**src/assert_macros.svh**
```systemverilog
// ----------------------------------------------------------------------------
// Assertion macros
// Shared concurrent check forms, clocked on clk, quiet while rst_n is low.
// ----------------------------------------------------------------------------
`ifndef ASSERT_MACROS_SVH
`define ASSERT_MACROS_SVH

// same-cycle implication
`define ASG_CHECK_NOW(name, ante, cons, msg) \
  name: assert property (@(posedge clk) disable iff (!rst_n) (ante) |-> (cons)) \
    else $error(msg);

// next-cycle implication
`define ASG_CHECK_NEXT(name, ante, cons, msg) \
  name: assert property (@(posedge clk) disable iff (!rst_n) (ante) |=> (cons)) \
    else $error(msg);

`endif

```
**src/asg_pkg.sv**
```systemverilog
// ----------------------------------------------------------------------------
// asg_pkg
// Types, codes and helpers shared by the SGR attribute encoder.
// ----------------------------------------------------------------------------
`default_nettype none

package asg_pkg;

  localparam int ATTR_W    = 18;
  localparam int BYTE_W    = 8;
  localparam int CFG_IDX_W = 2;
  localparam int TAG_BIT   = 8;

  localparam logic [CFG_IDX_W-1:0] CFG_COLORS   = 2'd0;
  localparam logic [CFG_IDX_W-1:0] CFG_OPTIMIZE = 2'd1;
  localparam logic [CFG_IDX_W-1:0] CFG_DEFAULT  = 2'd2;

  localparam logic [ATTR_W-1:0] ATTR_RESET = 18'd7;

  // parameter tokens of one sequence, in emission order
  localparam int TOK_N = 9;
  localparam int TOK_W = $clog2(TOK_N);
  localparam logic [TOK_W-1:0] TK_HDR = 4'd0;
  localparam logic [TOK_W-1:0] TK_RST = 4'd1;
  localparam logic [TOK_W-1:0] TK_B1  = 4'd2;
  localparam logic [TOK_W-1:0] TK_K5  = 4'd3;
  localparam logic [TOK_W-1:0] TK_B22 = 4'd4;
  localparam logic [TOK_W-1:0] TK_K25 = 4'd5;
  localparam logic [TOK_W-1:0] TK_BG  = 4'd6;
  localparam logic [TOK_W-1:0] TK_FG  = 4'd7;
  localparam logic [TOK_W-1:0] TK_END = 4'd8;

  // longest token: separator, five-byte extended prefix, three digits
  localparam int SEQ_MAX = 9;
  localparam int SEQ_CW  = $clog2(SEQ_MAX + 1);

  localparam logic [BYTE_W-1:0] CH_ESC   = 8'h1B;
  localparam logic [BYTE_W-1:0] CH_LBR   = 8'h5B;
  localparam logic [BYTE_W-1:0] CH_SEMI  = 8'h3B;
  localparam logic [BYTE_W-1:0] CH_M     = 8'h6D;
  localparam logic [BYTE_W-1:0] CH_ZERO  = 8'h30;
  localparam logic [BYTE_W-1:0] CH_THREE = 8'h33;
  localparam logic [BYTE_W-1:0] CH_FOUR  = 8'h34;
  localparam logic [BYTE_W-1:0] CH_FIVE  = 8'h35;
  localparam logic [BYTE_W-1:0] CH_EIGHT = 8'h38;

  localparam int QDEPTH = 2;
  localparam int QAW    = $clog2(QDEPTH);
  localparam int QCW    = $clog2(QDEPTH + 1);

  // one colour/number parameter, already in decimal digits
  typedef struct packed {
    logic       ext;
    logic [1:0] nd;
    logic [3:0] d2;
    logic [3:0] d1;
    logic [3:0] d0;
  } col_t;

  typedef struct packed {
    logic [TOK_N-1:0] mask;
    col_t             bg;
    col_t             fg;
  } desc_t;

  typedef struct packed {
    logic              colors;
    logic              optimize;
    logic [ATTR_W-1:0] dflt;
  } cfg_t;

  localparam col_t COL_0  = col_t'{1'b0, 2'd1, 4'd0, 4'd0, 4'd0};
  localparam col_t COL_1  = col_t'{1'b0, 2'd1, 4'd0, 4'd0, 4'd1};
  localparam col_t COL_5  = col_t'{1'b0, 2'd1, 4'd0, 4'd0, 4'd5};
  localparam col_t COL_22 = col_t'{1'b0, 2'd2, 4'd0, 4'd2, 4'd2};
  localparam col_t COL_25 = col_t'{1'b0, 2'd2, 4'd0, 4'd2, 4'd5};

  function automatic logic [2:0] dos_swap(input logic [2:0] c);
    logic [2:0] r;
    case (c)
      3'd0:    r = 3'd0;
      3'd1:    r = 3'd4;
      3'd2:    r = 3'd2;
      3'd3:    r = 3'd6;
      3'd4:    r = 3'd1;
      3'd5:    r = 3'd5;
      3'd6:    r = 3'd3;
      default: r = 3'd7;
    endcase
    return r;
  endfunction

  // 8-bit value to decimal digits; tens via x*205>>11, exact below 1029
  function automatic col_t to_col(input logic [7:0] v, input logic ext);
    col_t        c;
    logic [6:0]  r;
    logic [14:0] p;
    logic [3:0]  t;
    logic [7:0]  t10;
    c.ext = ext;
    if (v >= 8'd200) begin
      c.d2 = 4'd2;
      r    = 7'(v - 8'd200);
    end else if (v >= 8'd100) begin
      c.d2 = 4'd1;
      r    = 7'(v - 8'd100);
    end else begin
      c.d2 = 4'd0;
      r    = v[6:0];
    end
    p    = 15'(r) * 15'd205;
    t    = p[14:11];
    t10  = 8'(t) * 8'd10;
    c.d1 = t;
    c.d0 = 4'({1'b0, r} - t10);
    c.nd = (v >= 8'd100) ? 2'd3 : ((v >= 8'd10) ? 2'd2 : 2'd1);
    return c;
  endfunction

endpackage

`default_nettype wire

```
**src/asg_front.sv**
```systemverilog
// ----------------------------------------------------------------------------
// asg_front
// Takes attribute words, compares with the previous one and works out which
// SGR parameters a sequence needs; pushes one descriptor per sequence.
// ----------------------------------------------------------------------------
`default_nettype none

module asg_front import asg_pkg::*; (
  input  wire logic              clk,
  input  wire logic              rst_n,
  input  wire logic              in_valid,
  output logic                   in_ready,
  input  wire logic [ATTR_W-1:0] in_new_attr,
  input  wire cfg_t              cfg,
  input  wire logic              q_ready,
  output logic                   q_push,
  output desc_t                  q_desc
);

  logic [ATTR_W-1:0] prev_r, prev_nxt;
  logic              acc;
  logic              nb, ni, ob, oi, ob_e, oi_e;
  logic [7:0]        nbg, nfg, obg, ofg, obg_e, ofg_e;
  logic [TOK_N-1:0]  mask;

  function automatic logic [7:0] bg_of(input logic [ATTR_W-1:0] a);
    return a[TAG_BIT] ? a[16:9] : {5'b0, a[6:4]};
  endfunction

  function automatic logic [7:0] fg_of(input logic [ATTR_W-1:0] a);
    return a[TAG_BIT] ? a[7:0] : {5'b0, a[2:0]};
  endfunction

  function automatic logic bold_of(input logic [ATTR_W-1:0] a);
    return a[TAG_BIT] ? a[17] : a[3];
  endfunction

  function automatic logic blink_of(input logic [ATTR_W-1:0] a);
    return a[TAG_BIT] ? 1'b0 : a[7];
  endfunction

  // palette number for a colour field, plain or 256-colour form
  function automatic col_t col_num(input logic tag, input logic [7:0] v,
                                   input logic [7:0] low, input logic [7:0] high);
    logic [7:0] n;
    logic       e;
    if (tag) begin
      if (v < 8'd16) begin
        e = 1'b0;
        n = 8'(v[2:0]) + (v[3] ? high : low);
      end else begin
        e = 1'b1;
        n = v;
      end
    end else begin
      e = 1'b0;
      n = low + 8'(dos_swap(v[2:0]));
    end
    return to_col(n, e);
  endfunction

  assign nb  = blink_of(in_new_attr);
  assign ni  = bold_of(in_new_attr);
  assign nbg = bg_of(in_new_attr);
  assign nfg = fg_of(in_new_attr);
  assign ob  = blink_of(prev_r);
  assign oi  = bold_of(prev_r);
  assign obg = bg_of(prev_r);
  assign ofg = fg_of(prev_r);

  always_comb begin
    mask         = '0;
    mask[TK_HDR] = 1'b1;
    mask[TK_END] = 1'b1;
    ob_e  = ob;
    oi_e  = oi;
    obg_e = obg;
    ofg_e = ofg;
    if (in_new_attr != cfg.dflt) begin
      if (cfg.optimize) begin
        // flag and colour both change: cheaper to reset first
        if (((ob != nb) || (oi != ni)) && ((obg != nbg) || (ofg != nfg))) begin
          mask[TK_RST] = 1'b1;
          ob_e  = 1'b0;
          oi_e  = 1'b0;
          obg_e = bg_of(cfg.dflt);
          ofg_e = fg_of(cfg.dflt);
        end
        mask[TK_B1]  = ni && !oi_e;
        mask[TK_K5]  = nb && !ob_e;
        mask[TK_B22] = !ni && oi_e;
        mask[TK_K25] = !nb && ob_e;
        mask[TK_BG]  = nbg != obg_e;
        mask[TK_FG]  = nfg != ofg_e;
      end else begin
        mask[TK_RST] = 1'b1;
        mask[TK_B1]  = ni;
        mask[TK_K5]  = nb;
        mask[TK_BG]  = 1'b1;
        mask[TK_FG]  = 1'b1;
      end
    end
  end

  assign q_desc.mask = mask;
  assign q_desc.bg   = col_num(in_new_attr[TAG_BIT], nbg, 8'd40, 8'd100);
  assign q_desc.fg   = col_num(in_new_attr[TAG_BIT], nfg, 8'd30, 8'd90);

  assign in_ready = q_ready;
  assign acc      = in_valid && q_ready;
  assign q_push   = acc && cfg.colors && (in_new_attr != prev_r);
  assign prev_nxt = acc ? in_new_attr : prev_r;

  always_ff @(posedge clk) begin
    if (!rst_n) begin
      prev_r <= ATTR_RESET;
    end else begin
      prev_r <= prev_nxt;
    end
  end

endmodule

`default_nettype wire

```
**src/asg_queue.sv**
```systemverilog
// ----------------------------------------------------------------------------
// asg_queue
// Small descriptor FIFO between the classifier and the byte generator.
// ----------------------------------------------------------------------------
`default_nettype none

module asg_queue import asg_pkg::*; (
  input  wire logic  clk,
  input  wire logic  rst_n,
  input  wire logic  push,
  input  wire desc_t push_data,
  output logic       ready,
  input  wire logic  pop,
  output logic       valid,
  output desc_t      head
);

  desc_t            mem_r [QDEPTH];
  logic [QAW-1:0]   wr_ptr_r, wr_ptr_nxt, rd_ptr_r, rd_ptr_nxt;
  logic [QCW-1:0]   cnt_r, cnt_nxt;
  logic             do_push, do_pop;

  assign ready   = cnt_r != QCW'(QDEPTH);
  assign valid   = cnt_r != '0;
  assign head    = mem_r[rd_ptr_r];
  assign do_push = push && ready;
  assign do_pop  = pop && valid;

  always_comb begin
    wr_ptr_nxt = wr_ptr_r;
    rd_ptr_nxt = rd_ptr_r;
    cnt_nxt    = cnt_r;
    if (do_push) begin
      wr_ptr_nxt = (wr_ptr_r == QAW'(QDEPTH - 1)) ? '0 : wr_ptr_r + QAW'(1);
    end
    if (do_pop) begin
      rd_ptr_nxt = (rd_ptr_r == QAW'(QDEPTH - 1)) ? '0 : rd_ptr_r + QAW'(1);
    end
    if (do_push && !do_pop) begin
      cnt_nxt = cnt_r + QCW'(1);
    end else if (do_pop && !do_push) begin
      cnt_nxt = cnt_r - QCW'(1);
    end
  end

  always_ff @(posedge clk) begin
    if (!rst_n) begin
      wr_ptr_r <= '0;
      rd_ptr_r <= '0;
      cnt_r    <= '0;
    end else begin
      wr_ptr_r <= wr_ptr_nxt;
      rd_ptr_r <= rd_ptr_nxt;
      cnt_r    <= cnt_nxt;
    end
  end

  always_ff @(posedge clk) begin
    if (do_push) begin
      mem_r[wr_ptr_r] <= push_data;
    end
  end

endmodule

`default_nettype wire

```
**src/asg_back.sv**
```systemverilog
// ----------------------------------------------------------------------------
// asg_back
// Walks the tokens of one descriptor and sends the sequence a byte at a time
// through a registered output stage.
// ----------------------------------------------------------------------------
`default_nettype none

module asg_back import asg_pkg::*; (
  input  wire logic              clk,
  input  wire logic              rst_n,
  input  wire logic              q_valid,
  input  wire desc_t             q_head,
  output logic                   q_pop,
  output logic                   out_valid,
  input  wire logic              out_ready,
  output logic [BYTE_W-1:0]      out_byte,
  output logic                   out_last_byte
);

  typedef struct packed {
    logic [SEQ_MAX-1:0][BYTE_W-1:0] b;
    logic [SEQ_CW-1:0]              len;
  } tokb_t;

  logic [TOK_N-1:0]               pend_r, pend_nxt;
  desc_t                          cur_r, cur_nxt;
  logic [SEQ_MAX-1:0][BYTE_W-1:0] buf_r, buf_nxt;
  logic [SEQ_CW-1:0]              cnt_r, cnt_nxt;
  logic                           sep_r, sep_nxt;
  logic                           out_valid_r, out_valid_nxt;
  logic [BYTE_W-1:0]              out_byte_r, out_byte_nxt;
  logic                           out_last_r, out_last_nxt;
  logic [TOK_W-1:0]               tok;
  logic                           can_out;
  tokb_t                          tb;

  function automatic tokb_t tok_bytes(input logic [TOK_W-1:0] t, input logic sep,
                                      input desc_t d);
    tokb_t             r;
    col_t              c;
    logic [SEQ_CW-1:0] n;
    logic [BYTE_W-1:0] lead;
    r.b  = '0;
    n    = '0;
    c    = COL_0;
    lead = CH_FOUR;
    case (t)
      TK_HDR: begin
        r.b[0] = CH_ESC;
        r.b[1] = CH_LBR;
        n      = SEQ_CW'(2);
      end
      TK_END: begin
        r.b[0] = CH_M;
        n      = SEQ_CW'(1);
      end
      default: begin
        case (t)
          TK_RST:  c = COL_0;
          TK_B1:   c = COL_1;
          TK_K5:   c = COL_5;
          TK_B22:  c = COL_22;
          TK_K25:  c = COL_25;
          TK_BG: begin
            c    = d.bg;
            lead = CH_FOUR;
          end
          TK_FG: begin
            c    = d.fg;
            lead = CH_THREE;
          end
          default: c = COL_0;
        endcase
        if (sep) begin
          r.b[n] = CH_SEMI;
          n      = n + SEQ_CW'(1);
        end
        // "48;5;" / "38;5;" before a full palette index
        if (c.ext) begin
          r.b[n] = lead;
          n      = n + SEQ_CW'(1);
          r.b[n] = CH_EIGHT;
          n      = n + SEQ_CW'(1);
          r.b[n] = CH_SEMI;
          n      = n + SEQ_CW'(1);
          r.b[n] = CH_FIVE;
          n      = n + SEQ_CW'(1);
          r.b[n] = CH_SEMI;
          n      = n + SEQ_CW'(1);
        end
        if (c.nd == 2'd3) begin
          r.b[n] = CH_ZERO + BYTE_W'(c.d2);
          n      = n + SEQ_CW'(1);
        end
        if (c.nd != 2'd1) begin
          r.b[n] = CH_ZERO + BYTE_W'(c.d1);
          n      = n + SEQ_CW'(1);
        end
        r.b[n] = CH_ZERO + BYTE_W'(c.d0);
        n      = n + SEQ_CW'(1);
      end
    endcase
    r.len = n;
    return r;
  endfunction

  // lowest pending token goes first
  always_comb begin
    tok = '0;
    for (int i = TOK_N - 1; i >= 0; i--) begin
      if (pend_r[i]) begin
        tok = TOK_W'(i);
      end
    end
  end

  assign tb      = tok_bytes(tok, sep_r, cur_r);
  assign can_out = !out_valid_r || out_ready;

  always_comb begin
    pend_nxt      = pend_r;
    cur_nxt       = cur_r;
    buf_nxt       = buf_r;
    cnt_nxt       = cnt_r;
    sep_nxt       = sep_r;
    out_valid_nxt = out_valid_r;
    out_byte_nxt  = out_byte_r;
    out_last_nxt  = out_last_r;
    q_pop         = 1'b0;
    if (out_valid_r && out_ready) begin
      out_valid_nxt = 1'b0;
    end
    if (cnt_r != '0) begin
      if (can_out) begin
        out_valid_nxt = 1'b1;
        out_byte_nxt  = buf_r[0];
        out_last_nxt  = 1'b0;
        buf_nxt       = buf_r >> BYTE_W;
        cnt_nxt       = cnt_r - SEQ_CW'(1);
      end
    end else if (pend_r != '0) begin
      if (can_out) begin
        out_valid_nxt = 1'b1;
        out_byte_nxt  = tb.b[0];
        out_last_nxt  = tok == TK_END;
        buf_nxt       = tb.b >> BYTE_W;
        cnt_nxt       = tb.len - SEQ_CW'(1);
        pend_nxt      = pend_r & ~(TOK_N'(1) << tok);
        if (tok != TK_HDR && tok != TK_END) begin
          sep_nxt = 1'b1;
        end
      end
    end else if (q_valid) begin
      q_pop    = 1'b1;
      cur_nxt  = q_head;
      pend_nxt = q_head.mask;
      sep_nxt  = 1'b0;
    end
  end

  always_ff @(posedge clk) begin
    if (!rst_n) begin
      pend_r      <= '0;
      cnt_r       <= '0;
      sep_r       <= 1'b0;
      out_valid_r <= 1'b0;
    end else begin
      pend_r      <= pend_nxt;
      cnt_r       <= cnt_nxt;
      sep_r       <= sep_nxt;
      out_valid_r <= out_valid_nxt;
    end
  end

  always_ff @(posedge clk) begin
    cur_r      <= cur_nxt;
    buf_r      <= buf_nxt;
    out_byte_r <= out_byte_nxt;
    out_last_r <= out_last_nxt;
  end

  assign out_valid     = out_valid_r;
  assign out_byte      = out_byte_r;
  assign out_last_byte = out_last_r;

endmodule

`default_nettype wire

```
**src/ansi_sgr_attribute_encoder.sv**
```systemverilog
// ----------------------------------------------------------------------------
// ansi_sgr_attribute_encoder
// Turns text attribute changes into ANSI SGR escape sequences, byte by byte.
// ----------------------------------------------------------------------------
// Each accepted attribute word is compared with the previous one at the input
// side, combinationally; one that needs no sequence (unchanged, or colours
// disabled) queues nothing. A sequence of n bytes (3 to 24) has the byte
// generator fetch its descriptor from the two-entry queue, then send one byte
// per cycle through the output register while out_ready does not hold it back.
// Input is taken while the queue has room, so up to two sequences may be
// waiting behind the one being sent. Configuration writes are taken in every cycle.
`default_nettype none
`include "assert_macros.svh"

module ansi_sgr_attribute_encoder import asg_pkg::*; (
  input  wire logic                 clk,
  input  wire logic                 rst_n,
  input  wire logic                 in_valid,
  output logic                      in_ready,
  input  wire logic [ATTR_W-1:0]    in_new_attr,
  output logic                      out_valid,
  input  wire logic                 out_ready,
  output logic [BYTE_W-1:0]         out_byte,
  output logic                      out_last_byte,
  input  wire logic                 cfg_valid,
  output logic                      cfg_ready,
  input  wire logic [CFG_IDX_W-1:0] cfg_index,
  input  wire logic [ATTR_W-1:0]    cfg_data
);

  logic              colors_r, colors_nxt;
  logic              optimize_r, optimize_nxt;
  logic [ATTR_W-1:0] dflt_r, dflt_nxt;
  cfg_t              cfg;
  logic              q_push, q_ready, q_pop, q_valid;
  desc_t             q_desc, q_head;
  logic              last_xfer;

  assign cfg_ready = 1'b1;

  always_comb begin
    colors_nxt   = colors_r;
    optimize_nxt = optimize_r;
    dflt_nxt     = dflt_r;
    if (cfg_valid) begin
      case (cfg_index)
        CFG_COLORS:   colors_nxt   = cfg_data[0];
        CFG_OPTIMIZE: optimize_nxt = cfg_data[0];
        CFG_DEFAULT:  dflt_nxt     = cfg_data;
        default:      ;
      endcase
    end
  end

  always_ff @(posedge clk) begin
    if (!rst_n) begin
      colors_r   <= 1'b1;
      optimize_r <= 1'b1;
      dflt_r     <= ATTR_RESET;
    end else begin
      colors_r   <= colors_nxt;
      optimize_r <= optimize_nxt;
      dflt_r     <= dflt_nxt;
    end
  end

  assign cfg.colors   = colors_r;
  assign cfg.optimize = optimize_r;
  assign cfg.dflt     = dflt_r;

  asg_front u_front (
    .clk         (clk),
    .rst_n       (rst_n),
    .in_valid    (in_valid),
    .in_ready    (in_ready),
    .in_new_attr (in_new_attr),
    .cfg         (cfg),
    .q_ready     (q_ready),
    .q_push      (q_push),
    .q_desc      (q_desc)
  );

  asg_queue u_queue (
    .clk       (clk),
    .rst_n     (rst_n),
    .push      (q_push),
    .push_data (q_desc),
    .ready     (q_ready),
    .pop       (q_pop),
    .valid     (q_valid),
    .head      (q_head)
  );

  asg_back u_back (
    .clk           (clk),
    .rst_n         (rst_n),
    .q_valid       (q_valid),
    .q_head        (q_head),
    .q_pop         (q_pop),
    .out_valid     (out_valid),
    .out_ready     (out_ready),
    .out_byte      (out_byte),
    .out_last_byte (out_last_byte)
  );

  assign last_xfer = out_valid && out_ready && out_last_byte;

  // terminator of every sequence is 'm'
  `ASG_CHECK_NOW(a_last_is_m, out_valid && out_last_byte, out_byte == CH_M, "last byte is not m")

  // a new sequence always opens with ESC
  `ASG_CHECK_NEXT(a_open_esc, last_xfer, !out_valid || out_byte == CH_ESC, "no ESC after m")

  `ASG_CHECK_NOW(a_quiet_off, !colors_r, !q_push, "sequence queued with colours off")

endmodule

`default_nettype wire
```
**config.mk**
```make
export PLATFORM = sky130hd
export DESIGN_NAME = ansi_sgr_attribute_encoder
export DESIGN_NICKNAME = d
export VERILOG_FILES = /design/src/asg_pkg.sv /design/src/asg_front.sv /design/src/asg_queue.sv /design/src/asg_back.sv /design/src/ansi_sgr_attribute_encoder.sv
export VERILOG_INCLUDE_DIRS = /design/src /design/src/src
export SDC_FILE = /design/constraint.sdc
export NUM_CORES = 1
export LEC_CHECK = 0
export BUFFER_PORTS_ARGS = -buffer_cell sky130_fd_sc_hd__buf_4
export CORE_MARGIN = 5
export CORE_UTILIZATION = 60
export CTS_CLUSTER_DIAMETER = 50
export CTS_CLUSTER_SIZE = 20
export DETAILED_ROUTE_END_ITERATION = 10
export GPL_ROUTABILITY_DRIVEN = 1
export PLACE_DENSITY = 0.77
export SETUP_SLACK_MARGIN = 0.05
export SLEW_MARGIN = 10
export SYNTH_ARGS = -nofsm -noshare
export SYNTH_HDL_FRONTEND = slang
export SYNTH_SLANG_ARGS = --single-unit
export TNS_END_PERCENT = 1
```
**constraint.sdc**
```tcl
create_clock -name clk -period 10.5 [get_ports clk]
set_input_delay 2.1 -clock clk [delete_from_list [all_inputs] [get_ports clk]]
set_output_delay 2.1 -clock clk [all_outputs]
set_load 0.01 [all_outputs]
```
== Word-level counts from Yosys, hierarchy flattened ==
Memories as Yosys holds them, arrays and structs flattened. A register that Yosys moved wholly into a read port is not among the register bits.
Index checks and enable logic that the tools add are counted.
W data, S select, Z words.
Word-level totals
  logic and storage cells: 335
  bits in registers: 168
  output and inout bits: 12
  input bits: 43
  memory bits (writable): 74
  memories: 1
Cells by class
  reductions and logical operators: 51
  multipliers: 4
  add/subtract/negate cells: 27
  shifts and indexed selects: 1
  bitwise gates (word level): 16
  multiplexer cells: 144
  equality and inequality tests: 35
  order comparisons: 24
Memory list
  u_queue.mem_r: depth 2, bits a word 37, rd ports 1, clocked after Yosys merged registers in 1, write ports 1, RTL line asg_queue.sv:18  | desc_t mem_r [QDEPTH];
Operator list (number)
  $mux W72: 10
  $bwmux W72: 4
  $demux W8 S4: 8
  $mux W8: 30
  $or A45 B45 Y45: 2
  $pmux W15 S6: 1
  $mux W4: 22
  $mux W56: 1
  $and A27 B27 Y27: 2
  $not A27 Y27: 2
  $mux W7: 7
  $and A45 B45 Y45: 1
  $not A45 Y45: 1
  $pmux W3 S7: 2
  $lt A4 B5 Y1 const B: 8
  $mux W1: 39
  $and A36 B36 Y36: 1
  $ne A18 B18 Y1: 2
  $not A36 Y36: 1
  $or A36 B36 Y36: 1
  $add A4 B1 Y4 const B: 8
  $ge A4 B1 Y1 const B: 8
  $ne A8 B8 Y1: 4
  $pmux W8 S2: 2
  52 further kinds: 135

== Depth between registers and ports, before layout ==
Gate-level depths: netlist (run 1).
  depth in word-level cells: 35
  gate-level depth with buffers: 38
  mapped depth without buffers: 33

== By module ==
Synthesis (run 1) repeated with hierarchy kept, for this count alone.
Unflattened totals
  cell total of the unflattened synthesis: 1434
  area total of the unflattened synthesis: 14629.0 um2
Modules (own cells, without submodules)
  asg_back: sequential area each 2702.6 um2, area each 5758.0 um2, times used 1, cells each 553
  asg_front: sequential area each 360.3 um2, area each 4979.8 um2, times used 1, cells each 647
  asg_queue: sequential area each 2442.3 um2, area each 3050.4 um2, times used 1, cells each 145
  ansi_sgr_attribute_encoder: sequential area each 400.4 um2, area each 840.8 um2, times used 1, cells each 89

== Least setup slack after synthesis (run 1) ==
No wires, ideal clock.
  kind: input to register
  start: in in_new_attr[8]
  end: mem u_queue.mem_r[0][18] (netlist name) (data pin)
  setup slack: 0.905 ns
  data arrival time: 9.324 ns
  path buffers: 5
  stages: 37
  data required time: 10.229 ns
  library setup time: 0.271 ns
  path through: buf_2 -> buf_2 -> buf_2 -> buf_2 -> buf_1 -> nand2_1 -> inv_1 -> ha_1 -> mux2i_1 -> mux2_2 -> inv_2 -> ha_1 -> a21bo_2 -> or3b_2 -> o311ai_1 -> and3_1 -> nor3_1 -> a21oi_1 -> ha_1 -> ha_1 -> fa_1 -> inv_1 -> fa_1 -> inv_1 -> ha_1 -> a31oi_1 -> nor2b_1 -> o21ai_0 -> a21oi_1 -> nor2_1 -> o41ai_2 -> xor2_1 -> ha_1 -> inv_1 -> fa_1 -> xor2_1 -> xnor3_1
RTL lines
  start, declared: RTL line ansi_sgr_attribute_encoder.sv:20  | input wire logic [ATTR_W-1:0] in_new_attr,
  end, declared: RTL line asg_queue.sv:18

==> run summary, run 1 <==
The arrival time at the worst endpoint is 9530 ps. In this run the number of H-tree levels came out at 4. The y dimension of the die is 159.9 µm. Yosys mapped a number of flops with a built-in enable equal to 142. The count of buffers added on input and output ports is 52. Dividing the final minimum period by the clock period gives 89.04%.

The buffer cell driving the clock tree root is sky130_fd_sc_hd__clkbuf_16. The most critical setup path has its startpoint at in_new_attr[8]. The largest net degree at the start of global routing is 58. The cell area that synthesis handed to floorplanning was 13480 µm². Compared with the post-synthesis result, the final layout area differs by 8.867%. The global route total overflow came out at 0.

The cell taking the most area after synthesis is sky130_fd_sc_hd__edfxtp_1. The maximum net fanout on the critical path came out at 27. VDD sags by at most 0.0002215 V.

The number of antenna violations at the first check in global routing is 2. The violation count after the first detailed-route iteration came out at 1053. Max-cap violations in this run came to 0. Post-CTS timing repair inserted 0 buffers for setup. The number of distinct standard cells referenced by the synthesized netlist is 89. The number of standard-cell rows in the floorplan is 54. The final count of hold timing violations came out at 0. The final-report max-slew violation count is 0.

The routed wire length is 31950 µm. The worst pin sits at a relative slew slack of 19.23%. Among cell families on the critical path, the largest total delay comes from adder cells. The area of the placeable core came out at 21960 µm². The clock-pin slew reported for the worst setup and hold paths after clock tree synthesis came out at 80 ps. The first-pass GRT wire length is 52320 µm. The top-level I/O count is 55. The number of gates resized after CTS was 0.

The total DRC errors in the routed layout is 0. After layout, the worst setup slack is 1151 ps. 0 antenna diodes ended up in the layout.

The total number of yosys warnings is 0. The synthesized instance count came out at 1360. The worst hold margin is 475.5 ps. The startpoint identified for the worst hold timing path is dflt_r[17]. The average vias per placed instance came out at 6.128. The final-layout fill cell count is 1754. The number of nets in the layout is 1538. The synthesized area divided by synthesized cell count came out at 9.909 µm². The number of sinks handled by clock tree synthesis is 200.

Synthesis inferred 200 register bits. The fraction of final layout cells with drive strength greater than 1 came out at 12.52%. The starting density of the core came out at 61.37%. STA puts the critical path data required time at 10680 ps. The share of flip-flops with an asynchronous set or reset after synthesis came out at 0%. The slew at the pin with the worst max-slew slack is 1202 ps.

The number of global-route vias before repair came to 10030. The number of vias in the routed layout is 10230. The category of the critical setup timing path is in -> reg.

The top cell type by area accounts for 31.64% of the synthesized area. The flow ran to the end, and the final reports show no timing, DRC or antenna violations. The total die area is 25560 µm². Sorting the synthesized cells by area gives the leading types as sky130_fd_sc_hd__edfxtp_1 (32%), sky130_fd_sc_hd__ha_1 (9.2%), sky130_fd_sc_hd__dfxtp_1 (8.6%), sky130_fd_sc_hd__mux2i_1 (5.8%), sky130_fd_sc_hd__nand2_1 (5.0%). The remaining antenna violation count is 0. The critical path buffer and inverter count is 6. The worst clock skew came out at 10.62 ps. The detailed-placement wirelength estimate is 23630 µm. The worst flop-to-flop path startpoint is u_back.pend_r[4]. The endpoint class of the critical path is a flop. The global-route usage over all layers came out at 25.09%.

Setup repair after global routing left no endpoint under its margin. The detailed-route wire length per cell came out at 19.13 µm. The last weighted congestion value of the routability-driven placer is 0.9446.

The die extent in x is 159.9 µm. Setup violations remaining at the end of the flow were counted as 0. The maximum count of clock buffers along a single path came out at 2. In this run, CTS created clock tree buffers numbering 17. The first TritonRoute pass finished after 6 iterations. The maximum achievable frequency came out at 0.1070 GHz.

Counting stages on the worst path, the most repeated cell is sky130_fd_sc_hd__ha_1. Among all flip-flop cells after synthesis, the most frequent one is sky130_fd_sc_hd__edfxtp_1. In the final timing run, aggregate negative setup slack is 0 ps. The worst-skew pair later-pin latency came out at 440 ps. Summed over all cells, the static leakage comes to 6.018 nW. The worst setup timing slack at the placement stage came out at 716.7 ps.

The worst setup path is launched from a primary input. The stage delay of the slowest cell on the critical path is 490 ps. Sequential elements use 40.26% of the synthesized area.

The clock tree from TritonCTS is yes. The power density over cell area is 322.2 nW/µm². In this run the worst hold path is classified as reg -> reg.

The final critical path time including I/O delays and setup came out at 9349 ps. The slowest stage of the critical path is the sky130_fd_sc_hd__fa_1 cell. The number of hold-repair buffers added at the cts stage came out at 0.
[synth_stat cells (9+ instances only)]
library cell               count
sky130_fd_sc_hd__a21o_1       15
sky130_fd_sc_hd__nand2_1     178
sky130_fd_sc_hd__nor3_1       16
sky130_fd_sc_hd__nand3_1      28
sky130_fd_sc_hd__nor2_1       63
sky130_fd_sc_hd__fa_1         19
sky130_fd_sc_hd__and3_1       16
sky130_fd_sc_hd__edfxtp_1    142
sky130_fd_sc_hd__inv_1        82
sky130_fd_sc_hd__a31oi_1      12
sky130_fd_sc_hd__mux2i_1      78
sky130_fd_sc_hd__o21ai_0      56
sky130_fd_sc_hd__xor2_1       41
sky130_fd_sc_hd__buf_1         9
sky130_fd_sc_hd__mux2_2       40
sky130_fd_sc_hd__nand4_1      10
sky130_fd_sc_hd__ha_1         99
sky130_fd_sc_hd__clkbuf_1     51
sky130_fd_sc_hd__nor4_1       13
sky130_fd_sc_hd__nor2b_1      12
sky130_fd_sc_hd__xnor2_1      33
sky130_fd_sc_hd__a21oi_1      89
sky130_fd_sc_hd__buf_2        10
sky130_fd_sc_hd__a22o_1       12
sky130_fd_sc_hd__dfxtp_1      58
[registers in the layout, indices dropped and copies added (netlist names), 2 cells and up, named ones only]
register         flops
dflt_r              18
u_back.out_byte      7
u_queue.cnt_r        2
u_back.buf_r        42
u_back.pend_r        9
u_back.cur_r        26
u_queue.mem_r       66
u_front.prev_r      18
u_back.cnt_r         4
[logic make-up (layout without fill, tap and decap cells)]
family,after synthesis,in the layout,synth area share [%]
simple gates,389,389,13.54
buf+inv,158,184,4.605
compound gates,297,297,15.08
fa+ha+maj,118,118,12.01
flops,200,200,40.26
xor+xnor,77,77,5.218
other cells,2,6,0.05573
mux,119,119,9.238
[cell type report]
cell class | count | area [µm²] | area share, %
flip-flops and latches | 200 | 5425 | 36.98
multi-input cells | 1006 | 7468 | 50.90
well taps | 280 | 350.3 | 2.388
repair buffers | 67 | 503.0 | 3.428
clock inverters | 13 | 162.7 | 1.109
inverters | 85 | 319.1 | 2.175
clock buffers | 19 | 442.9 | 3.019
[power by group]
part	switching, W	leakage [nW]	internal [W]
clock network	0.000312	0.293	0.000366
registers	0.000118	1.85	0.00130
logic	0.00167	3.88	0.000962
[metrics by stage]
stage	utilization, %	cells	power [W]	area (µm²)
floorplan	-	1364	0.003339	13490
global placement	64.06	1638	0.003959	14070
detailed placement	64.06	1638	0.004040	14070
CTS	66.81	1670	0.004728	14670
global route	66.81	1670	0.005092	14670
finish	66.81	1670	0.004727	14670
[layer usage]
layer	vias to the layer above	GRT usage [%]	share of wire, %
met5	-	0	0.12
met4	4	8.330	3.0
li1	4963	-	-
met2	305	41.70	48
met3	71	5.180	6.0
met1	4891	33.04	43
[cell usage in the layout (no fill, tap or decap), types with 10 or more instances in the layout]
cell,count
sky130_fd_sc_hd__nor2_1,62
sky130_fd_sc_hd__mux2_2,40
sky130_fd_sc_hd__xnor2_1,33
sky130_fd_sc_hd__a22o_1,12
sky130_fd_sc_hd__nand2_1,178
sky130_fd_sc_hd__nand3_1,28
sky130_fd_sc_hd__nor3_1,16
sky130_fd_sc_hd__xor2_1,41
sky130_fd_sc_hd__ha_1,99
sky130_fd_sc_hd__a21oi_1,88
sky130_fd_sc_hd__clkbuf_16,17
sky130_fd_sc_hd__a21o_1,15
sky130_fd_sc_hd__edfxtp_1,142
sky130_fd_sc_hd__dfxtp_1,58
sky130_fd_sc_hd__inv_1,82
sky130_fd_sc_hd__and3_1,16
sky130_fd_sc_hd__mux2i_1,78
sky130_fd_sc_hd__nor2b_1,11
sky130_fd_sc_hd__nor4_1,12
sky130_fd_sc_hd__nand4_1,10
sky130_fd_sc_hd__a31oi_1,12
sky130_fd_sc_hd__buf_4,67
sky130_fd_sc_hd__o21ai_0,56
sky130_fd_sc_hd__fa_1,19
[path summary, 6_finish.rpt]
check / to / slack, ps / depth (start not counted)
max: u_queue.mem_r[0][3] / 1150 / 32
min reg2reg: dflt_r[17] / 480 / 2
min: dflt_r[17] / 480 / 2
max reg2reg: u_back.out_byte[1] / 4700 / 16
[worst register-to-register path, delay by kind of cell (launching register included)]
kind / cells / cell delay [ps]
buf+inv: 1 / 320
simple gates: 8 / 2960
compound gates: 4 / 1020
flops: 1 / 360
fa+ha+maj: 2 / 740
mux: 1 / 140
Note: power is estimated with default switching activity, not from simulation.
==> inputs of run 2 (changes only) <==
--- a/config.mk
+++ b/config.mk
@@ -8,14 +8,14 @@
 export LEC_CHECK = 0
 export BUFFER_PORTS_ARGS = -buffer_cell sky130_fd_sc_hd__buf_4
 export CORE_MARGIN = 5
-export CORE_UTILIZATION = 60
+export CORE_UTILIZATION = 45
 export CTS_CLUSTER_DIAMETER = 50
 export CTS_CLUSTER_SIZE = 20
 export DETAILED_ROUTE_END_ITERATION = 10
 export GPL_ROUTABILITY_DRIVEN = 1
-export PLACE_DENSITY = 0.77
+export PLACE_DENSITY = 0.6
 export SETUP_SLACK_MARGIN = 0.05
-export SLEW_MARGIN = 10
+export SLEW_MARGIN = 20
 export SYNTH_ARGS = -nofsm -noshare
 export SYNTH_HDL_FRONTEND = slang
 export SYNTH_SLANG_ARGS = --single-unit
==> run 2 against run 1 <==
  * Largest cell class unchanged
  * Non-clock buffer count fell by 1
  * First-iteration DRC count fell by 33%
  * Cell count rose by 6.5%
  * Flip-flop and latch count did not move
  * Power fell by 0.13%
  * Worst setup slack improved by 52 ps
  * Die area rose by 31%
  * Clock power fell by 0.7%
  * Register-to-register slack improved by 50 ps
  * Critical path depth did not move
  * Worst hold slack improved by 7.7 ps
==> run summary, run 2 (synthesized netlist as in run 1, its figures left out) <==
The buffer cell driving the clock tree root is sky130_fd_sc_hd__clkbuf_16 (unchanged). The register bank with the most flops is u_queue.mem_r (unchanged). The average vias per placed instance came to 5.629 (was 6.128).

The global-route usage over all layers is 20.06% (was 25.09%). The relative contribution of sequential cells to total power is 30.1% (about the same). The area of the placeable core is 29640 µm² (was 21960 µm²). The violation count after the first detailed-route iteration is 705 (was 1053).

The stage delay of the slowest cell on the critical path is 500 ps (was 490 ps). The most numerous cell on the critical path is sky130_fd_sc_hd__ha_1 (unchanged). The peak-usage layer in the global routing report was met2 (unchanged). The arrival time at the worst endpoint was 9470 ps (was 9530 ps). The setup-violating endpoint count in the final report is 0 (unchanged).

The remaining antenna violation count came to 0 (unchanged). The cell with the largest stage delay on the worst path is sky130_fd_sc_hd__fa_1 (unchanged). The detailed-route wire length per cell is 18.61 µm (was 19.13 µm). The slew at the pin with the worst max-slew slack is 1056 ps (was 1202 ps). The final-layout fill cell count is 2792 (was 1754). The starting density of the core was 45.47% (was 61.37%).

The share of total power in the clock network came to 14.3% (about the same). The normalized max-slew margin is 29.19% (was 19.23%). The final count of hold timing violations came to 0 (unchanged). The worst endpoint required time is 10670 ps (was 10680 ps). The detailed-placement wirelength estimate is 24050 µm (was 23630 µm). The maximum count of clock buffers along a single path is 2 (unchanged). The flip-flop count of the largest register, all copies and words added came to 66 (unchanged). The worst clock skew came out at 21.87 ps (was 10.62 ps). The quantity of I/O buffers inserted on ports is 52 (unchanged). The clock-pin slew reported for the worst setup and hold paths after clock tree synthesis came out at 70 ps (was 80 ps). The total die area came out at 33510 µm² (was 25560 µm²). The commonest non-fill, non-tap cell in the layout is sky130_fd_sc_hd__nand2_1 (unchanged). The number of hold-repair buffers added at the cts stage was 0 (unchanged). The routed wire length came out at 33110 µm (was 31950 µm). The power dissipated by switching net loads came to 0.002095 W (was 0.002096 W). The met3 usage came to 2.618% (was 5.180%). The count of antenna diodes in the layout is 0 (unchanged). The startpoint type of the worst setup path is a primary input (unchanged). The endpoint class of the critical path is a flop (unchanged). The met1 track demand over resource is 28.19% (was 33.04%). The type of the tightest min-delay check is reg -> reg (unchanged). The top-level I/O count is 55 (unchanged). The first-pass GRT wire length came out at 54440 µm (was 52320 µm). The maximum net fanout on the critical path is 30 (was 27). The clock tree from TritonCTS is yes (unchanged). The number of detailed-route iterations in the first pass came out at 5 (was 6). The fraction of met2 tracks used by global routing is 33.32% (was 41.70%). The max-capacitance violation count was 0 (unchanged).

Status: finished clean (unchanged). Registers with the most flip-flops: u_queue.mem_r (66), u_back.buf_r (42), u_back.cur_r (26) (unchanged). The power density over cell area is 318.9 nW/µm² (was 322.2 nW/µm²). The fraction of final layout cells with drive strength greater than 1 is 12.60% (was 12.52%). The number of setup buffers added after CTS is 0 (unchanged).

The number of nets in the layout is 1537 (was 1538). The cell leakage power came out at 6.022 nW (was 6.018 nW). The switching portion of total power is 44.38% (was 44.35%). Leading cell types in the layout, fill and taps excluded: sky130_fd_sc_hd__nand2_1 (178), sky130_fd_sc_hd__edfxtp_1 (142), sky130_fd_sc_hd__ha_1 (99) (unchanged). The number of vias in the routed layout is 10010 (was 10230). The fraction of the cycle the final worst path needs came to 88.54% (was 89.04%).

The last weighted congestion value of the routability-driven placer came to 0.9281 (was 0.9446). The clock buffer count from CTS is 17 (unchanged). The synthesis-to-finish area growth came out at 9.841% (was 8.867%).

The largest net degree at the start of global routing came out at 58 (unchanged). The number of sinks handled by clock tree synthesis came out at 200 (unchanged). The final-report max-slew violation count came out at 0 (unchanged). The number of antenna violations at the first check in global routing is 0 (was 2). The total DRC errors in the routed layout is 0 (unchanged). The final design area excluding fillers is 14800 µm² (was 14670 µm²).

The y dimension of the die is 183.1 µm (was 159.9 µm). The maximum achievable frequency is 0.1076 GHz (was 0.1070 GHz). The maximum vdd ir drop came out at 0.0002562 V (was 0.0002215 V). The combinational cell fraction of total power came out at 55.6% (about the same). The number of global-route vias before repair is 10100 (was 10030). The die extent in x is 183.1 µm (was 159.9 µm). The post-cts sizing count came out at 0 (unchanged).

The internal portion of total power is 0.002625 W (was 0.002630 W). The count of H-tree levels built during CTS is 4 (unchanged). The global route total overflow came out at 0 (unchanged). The number of standard-cell rows in the floorplan is 63 (was 54). The category of the critical setup timing path is in -> reg (unchanged). The final critical path time including I/O delays and setup is 9297 ps (was 9349 ps). The worst-skew pair later-pin latency came out at 450 ps (was 440 ps). Unrepaired setup endpoints after global routing: false (unchanged). The instance area at placement is 14200 µm² (was 14070 µm²). The final sum of negative setup slack came out at 0 ps (unchanged).
run 2: path summary, 6_finish.rpt:
| check | slack (ps) | startpoint | end | depth (start not counted) |
|---|---|---|---|---|
| worst max-delay path | 1200 | in_new_attr[8] | u_queue.mem_r[0][18] | 32 |
| worst min-delay path | 480 | dflt_r[1] | dflt_r[1] | 2 |
| worst max register to register | 4750 | u_back.pend_r[4] | u_back.out_byte[1] | 16 |
| worst min register to register | 480 | dflt_r[1] | dflt_r[1] | 2 |
run 2: area by class of cell:
class	instances	area [µm²]	share of cell area, %
flip-flops and latches	200	5425	36.65
multi-input cells	1006	7473	50.49
clock buffers	21	503.0	3.398
inverters	85	319.1	2.155
well taps	390	488.0	3.296
clock inverters	11	98.84	0.6677
repair buffers	66	495.5	3.347
run 2: worst max-delay path: cells and delay by family:
kind,cells,cell delay [ps]
fa+ha+maj,9,3030
compound gates,7,1320
simple gates,5,890
mux,3,780
xor+xnor,3,780
buf+inv,5,510
run 2: per-layer routing:
layer / routed length [µm] / up-vias / share of wire (%)
met4: 514 / 0 / 1.6
met5: 0 / - / 0
met1: 15540 / 4757 / 47
met3: 1453 / 38 / 4.4
met2: 15610 / 266 / 47
li1: - / 4953 / -
run 2: power groups by stage:
stage | combinational [W] | sequential (W) | clock [W]
finish | 0.00263 | 0.00142 | 0.000673
global route | 0.00293 | 0.00145 | 0.000716
CTS | 0.00263 | 0.00142 | 0.000689
detailed placement | 0.00261 | 0.00144 | 0
global placement | 0.00258 | 0.00143 | 0
floorplan | 0.00193 | 0.00141 | 0
run 2: through the flow:
step	util, %	std cells	hold slack, ps	power (W)	setup WS [ps]
after global routing	49.95	1779	521.4	0.005097	692.7
after CTS	49.95	1779	491.9	0.004743	1182
final	49.95	1779	483.1	0.004720	1203
after floorplan	-	1364	447.8	0.003339	905.0
after global placement	47.91	1747	475.7	0.004016	843.8
after detailed placement	47.91	1747	481.4	0.004051	724.0
==> inputs of run 3 (changes only) <==
--- a/config.mk
+++ b/config.mk
@@ -13,6 +13,7 @@
 export CTS_CLUSTER_SIZE = 20
 export DETAILED_ROUTE_END_ITERATION = 10
 export GPL_ROUTABILITY_DRIVEN = 1
+export GPL_TIMING_DRIVEN = 0
 export PLACE_DENSITY = 0.6
 export SETUP_SLACK_MARGIN = 0.05
 export SLEW_MARGIN = 20
==> run 3 against run 2 <==
  * The flow now finishes with violations (DRC)
  * First-iteration DRC count decreased by 0.85%
  * Die area is the same
  * Power grew 2.5%
  * Flip-flop and latch count did not move
  * Worst hold slack lost 1.7 ps
  * Critical path type unchanged
  * Critical endpoint is now u_queue.mem_r[1][3]
==> run summary, run 3 (synthesized netlist as in run 1, its figures left out) <==
Status: finished, violations left (was finished clean). The checks that failed: DRC. The number of vias in the routed layout is 10510 (was 10010).

The most numerous cell on the critical path was sky130_fd_sc_hd__ha_1 (unchanged). The clock buffer count from CTS is 17 (unchanged). The buffer cell driving the clock tree root was sky130_fd_sc_hd__clkbuf_16 (unchanged). The quantity of I/O buffers inserted on ports came out at 47 (was 52). The total DRC errors in the routed layout is 1 (was 0). The total die area came out at 33510 µm² (unchanged). The count of H-tree levels built during CTS is 4 (unchanged).

The average vias per placed instance is 5.718 (was 5.629). The maximum net fanout on the critical path is 10 (was 30). The number of standard-cell rows in the floorplan came to 63 (unchanged). The setup-violating endpoint count in the final report came out at 0 (unchanged). The first-pass GRT wire length came to 57750 µm (was 54440 µm). The maximum vdd ir drop came to 0.0001766 V (was 0.0002562 V). The category of the critical setup timing path is in -> reg (unchanged).

The arrival time at the worst endpoint is 10070 ps (was 9470 ps). The maximum count of clock buffers along a single path is 2 (unchanged). The final critical path time including I/O delays and setup was 9908 ps (was 9297 ps). The type of the tightest min-delay check is reg -> reg (unchanged). The cell leakage power came out at 6.110 nW (was 6.022 nW). The overall power came out at 0.004836 W (was 0.004720 W). The worst clock skew is 21.64 ps (was 21.87 ps).

The register bank with the most flops is u_queue.mem_r (unchanged). The global-route usage over all layers came to 21.49% (was 20.06%). The flip-flop count of the largest register, all copies and words added is 66 (unchanged).

The die extent in x is 183.1 µm (unchanged). The final-report max-slew violation count is 0 (unchanged). The number of sinks handled by clock tree synthesis came out at 200 (unchanged). The normalized max-slew margin is 25.41% (was 29.19%). The fraction of final layout cells with drive strength greater than 1 came out at 12.30% (was 12.60%).

Leading cell types in the layout, fill and taps excluded: sky130_fd_sc_hd__nand2_1 (178), sky130_fd_sc_hd__edfxtp_1 (142), sky130_fd_sc_hd__ha_1 (99) (unchanged). The number of nets in the layout came to 1595 (was 1537). The max-capacitance violation count came out at 0 (unchanged). The startpoint type of the worst setup path is a primary input (unchanged). The remaining antenna violation count is 0 (unchanged). The area of the placeable core is 29640 µm² (unchanged). The synthesis-to-finish area growth came out at 12.08% (was 9.841%).

The global route total overflow came out at 0 (unchanged). The number of detailed-route iterations in the first pass came to 8 (was 5). The final setup slack of the worst path came out at 592.5 ps (was 1203 ps). The top-level I/O count came out at 55 (unchanged). The stage delay of the slowest cell on the critical path is 500 ps (about the same). The number of global-route vias before repair came to 10670 (was 10100).

The worst hold margin came out at 481.4 ps (was 483.1 ps). The final-layout fill cell count came out at 2794 (was 2792). The violation count after the first detailed-route iteration came out at 699 (was 705).

Unrepaired setup endpoints after global routing: false (unchanged). The routed wire length was 35620 µm (was 33110 µm). The end-of-flow core utilization came out at 50.96% (was 49.95%). The starting density of the core came to 45.47% (unchanged). The last weighted congestion value of the routability-driven placer is 0.9231 (was 0.9281). The detailed-route wire length per cell is 19.38 µm (was 18.61 µm). The maximum achievable frequency came out at 0.1009 GHz (was 0.1076 GHz).

The cell with the largest stage delay on the worst path is sky130_fd_sc_hd__fa_1 (unchanged). The final count of hold timing violations is 0 (unchanged). The detailed-placement wirelength estimate came out at 27810 µm (was 24050 µm). The worst setup timing slack at the placement stage was -751.0 ps (was 724.0 ps). The worst endpoint required time was 10670 ps (about the same). The largest net degree at the start of global routing came out at 31 (was 58).

The number of antenna violations at the first check in global routing is 2 (was 0). The y dimension of the die is 183.1 µm (unchanged). The slew at the pin with the worst max-slew slack came to 1110 ps (was 1056 ps). The number of setup buffers added after CTS is 0 (unchanged). The clock-pin slew reported for the worst setup and hold paths after clock tree synthesis came to 80 ps (was 70 ps). The power density over cell area is 320.2 nW/µm² (was 318.9 nW/µm²). Registers with the most flip-flops: u_queue.mem_r (66), u_back.buf_r (42), u_back.cur_r (26) (unchanged). The clock tree from TritonCTS is yes (unchanged). The worst-skew pair later-pin latency came out at 440 ps (was 450 ps). The commonest non-fill, non-tap cell in the layout is sky130_fd_sc_hd__nand2_1 (unchanged). The fraction of the cycle the final worst path needs came out at 94.36% (was 88.54%).

The endpoint class of the critical path is a flop (unchanged).
[run 3: changes by cell type in the layout (fill, tap and decap cells not counted), moves of 4 or more]
cell and delta:
sky130_fd_sc_hd__buf_1 +8, sky130_fd_sc_hd__buf_2 +8, sky130_fd_sc_hd__buf_4 -17, sky130_fd_sc_hd__inv_6 -4
sky130_fd_sc_hd__clkbuf_1 +49
[run 3: repair_timing]
item,4_1_cts,5_1_grt
pin swaps,0,1
endpoints found under the setup margin,2,4
gates resized for setup,1,8
gates cloned,0,0
hold buffers,0,0
[run 3: per-layer routing]
layer | GRT usage (%) | up-vias | share of wire [%]
met3 | 3.054 | 55 | 4.1
li1 | - | 5070 | -
met2 | 37.82 | 277 | 49
met5 | 0 | - | 0
met4 | 6.466 | 0 | 2.8
met1 | 27.53 | 5108 | 44
[run 3: layout make-up]
| cell class | count | area, µm² | area share (%) |
|---|---|---|---|
| multi-input combinational | 1006 | 7480 | 49.52 |
| sequential | 200 | 5425 | 35.92 |
| tap | 390 | 488.0 | 3.231 |
| timing repair buffer | 53 | 473.0 | 3.131 |
| clock buffer | 17 | 425.4 | 2.816 |
| inverter | 85 | 319.1 | 2.112 |
| buffer | 71 | 306.5 | 2.029 |
| clock inverter | 15 | 185.2 | 1.226 |
| antenna | 1 | 2.502 | 0.01657 |
[run 3: worst paths after layout]
path,startpoint,to,depth (start not counted),slack [ps]
worst min register to register,dflt_r[17],dflt_r[17],2,480
worst max-delay path,in_new_attr[8],u_queue.mem_r[1][3],34,590
worst max register to register,u_back.pend_r[6],u_back.out_byte[1],18,5200
worst min-delay path,dflt_r[17],dflt_r[17],2,480
[run 3: through the flow]
stage | area [µm²] | TNS [ps] | cells
global placement | 14330 | -2092 | 1801
CTS | 15090 | 0 | 1838
finish | 15100 | 0 | 1838
global route | 15100 | 0 | 1838
detailed placement | 14480 | -2580 | 1807
floorplan | 13490 | 0 | 1364
[run 3: worst max-delay path, delay by kind of cell]
family          cells  cell delay, ps
mux                 2             610
buf+inv             8             990
compound gates      8            1910
simple gates        4             550
xor+xnor            3             700
fa+ha+maj           9            3200
[run 3: power breakdown]
group	switching, W	internal, W	total (W)
Combinational	0.00173	0.00103	0.00276
Sequential	0.000101	0.00130	0.00140
Clock	0.000351	0.000328	0.000679
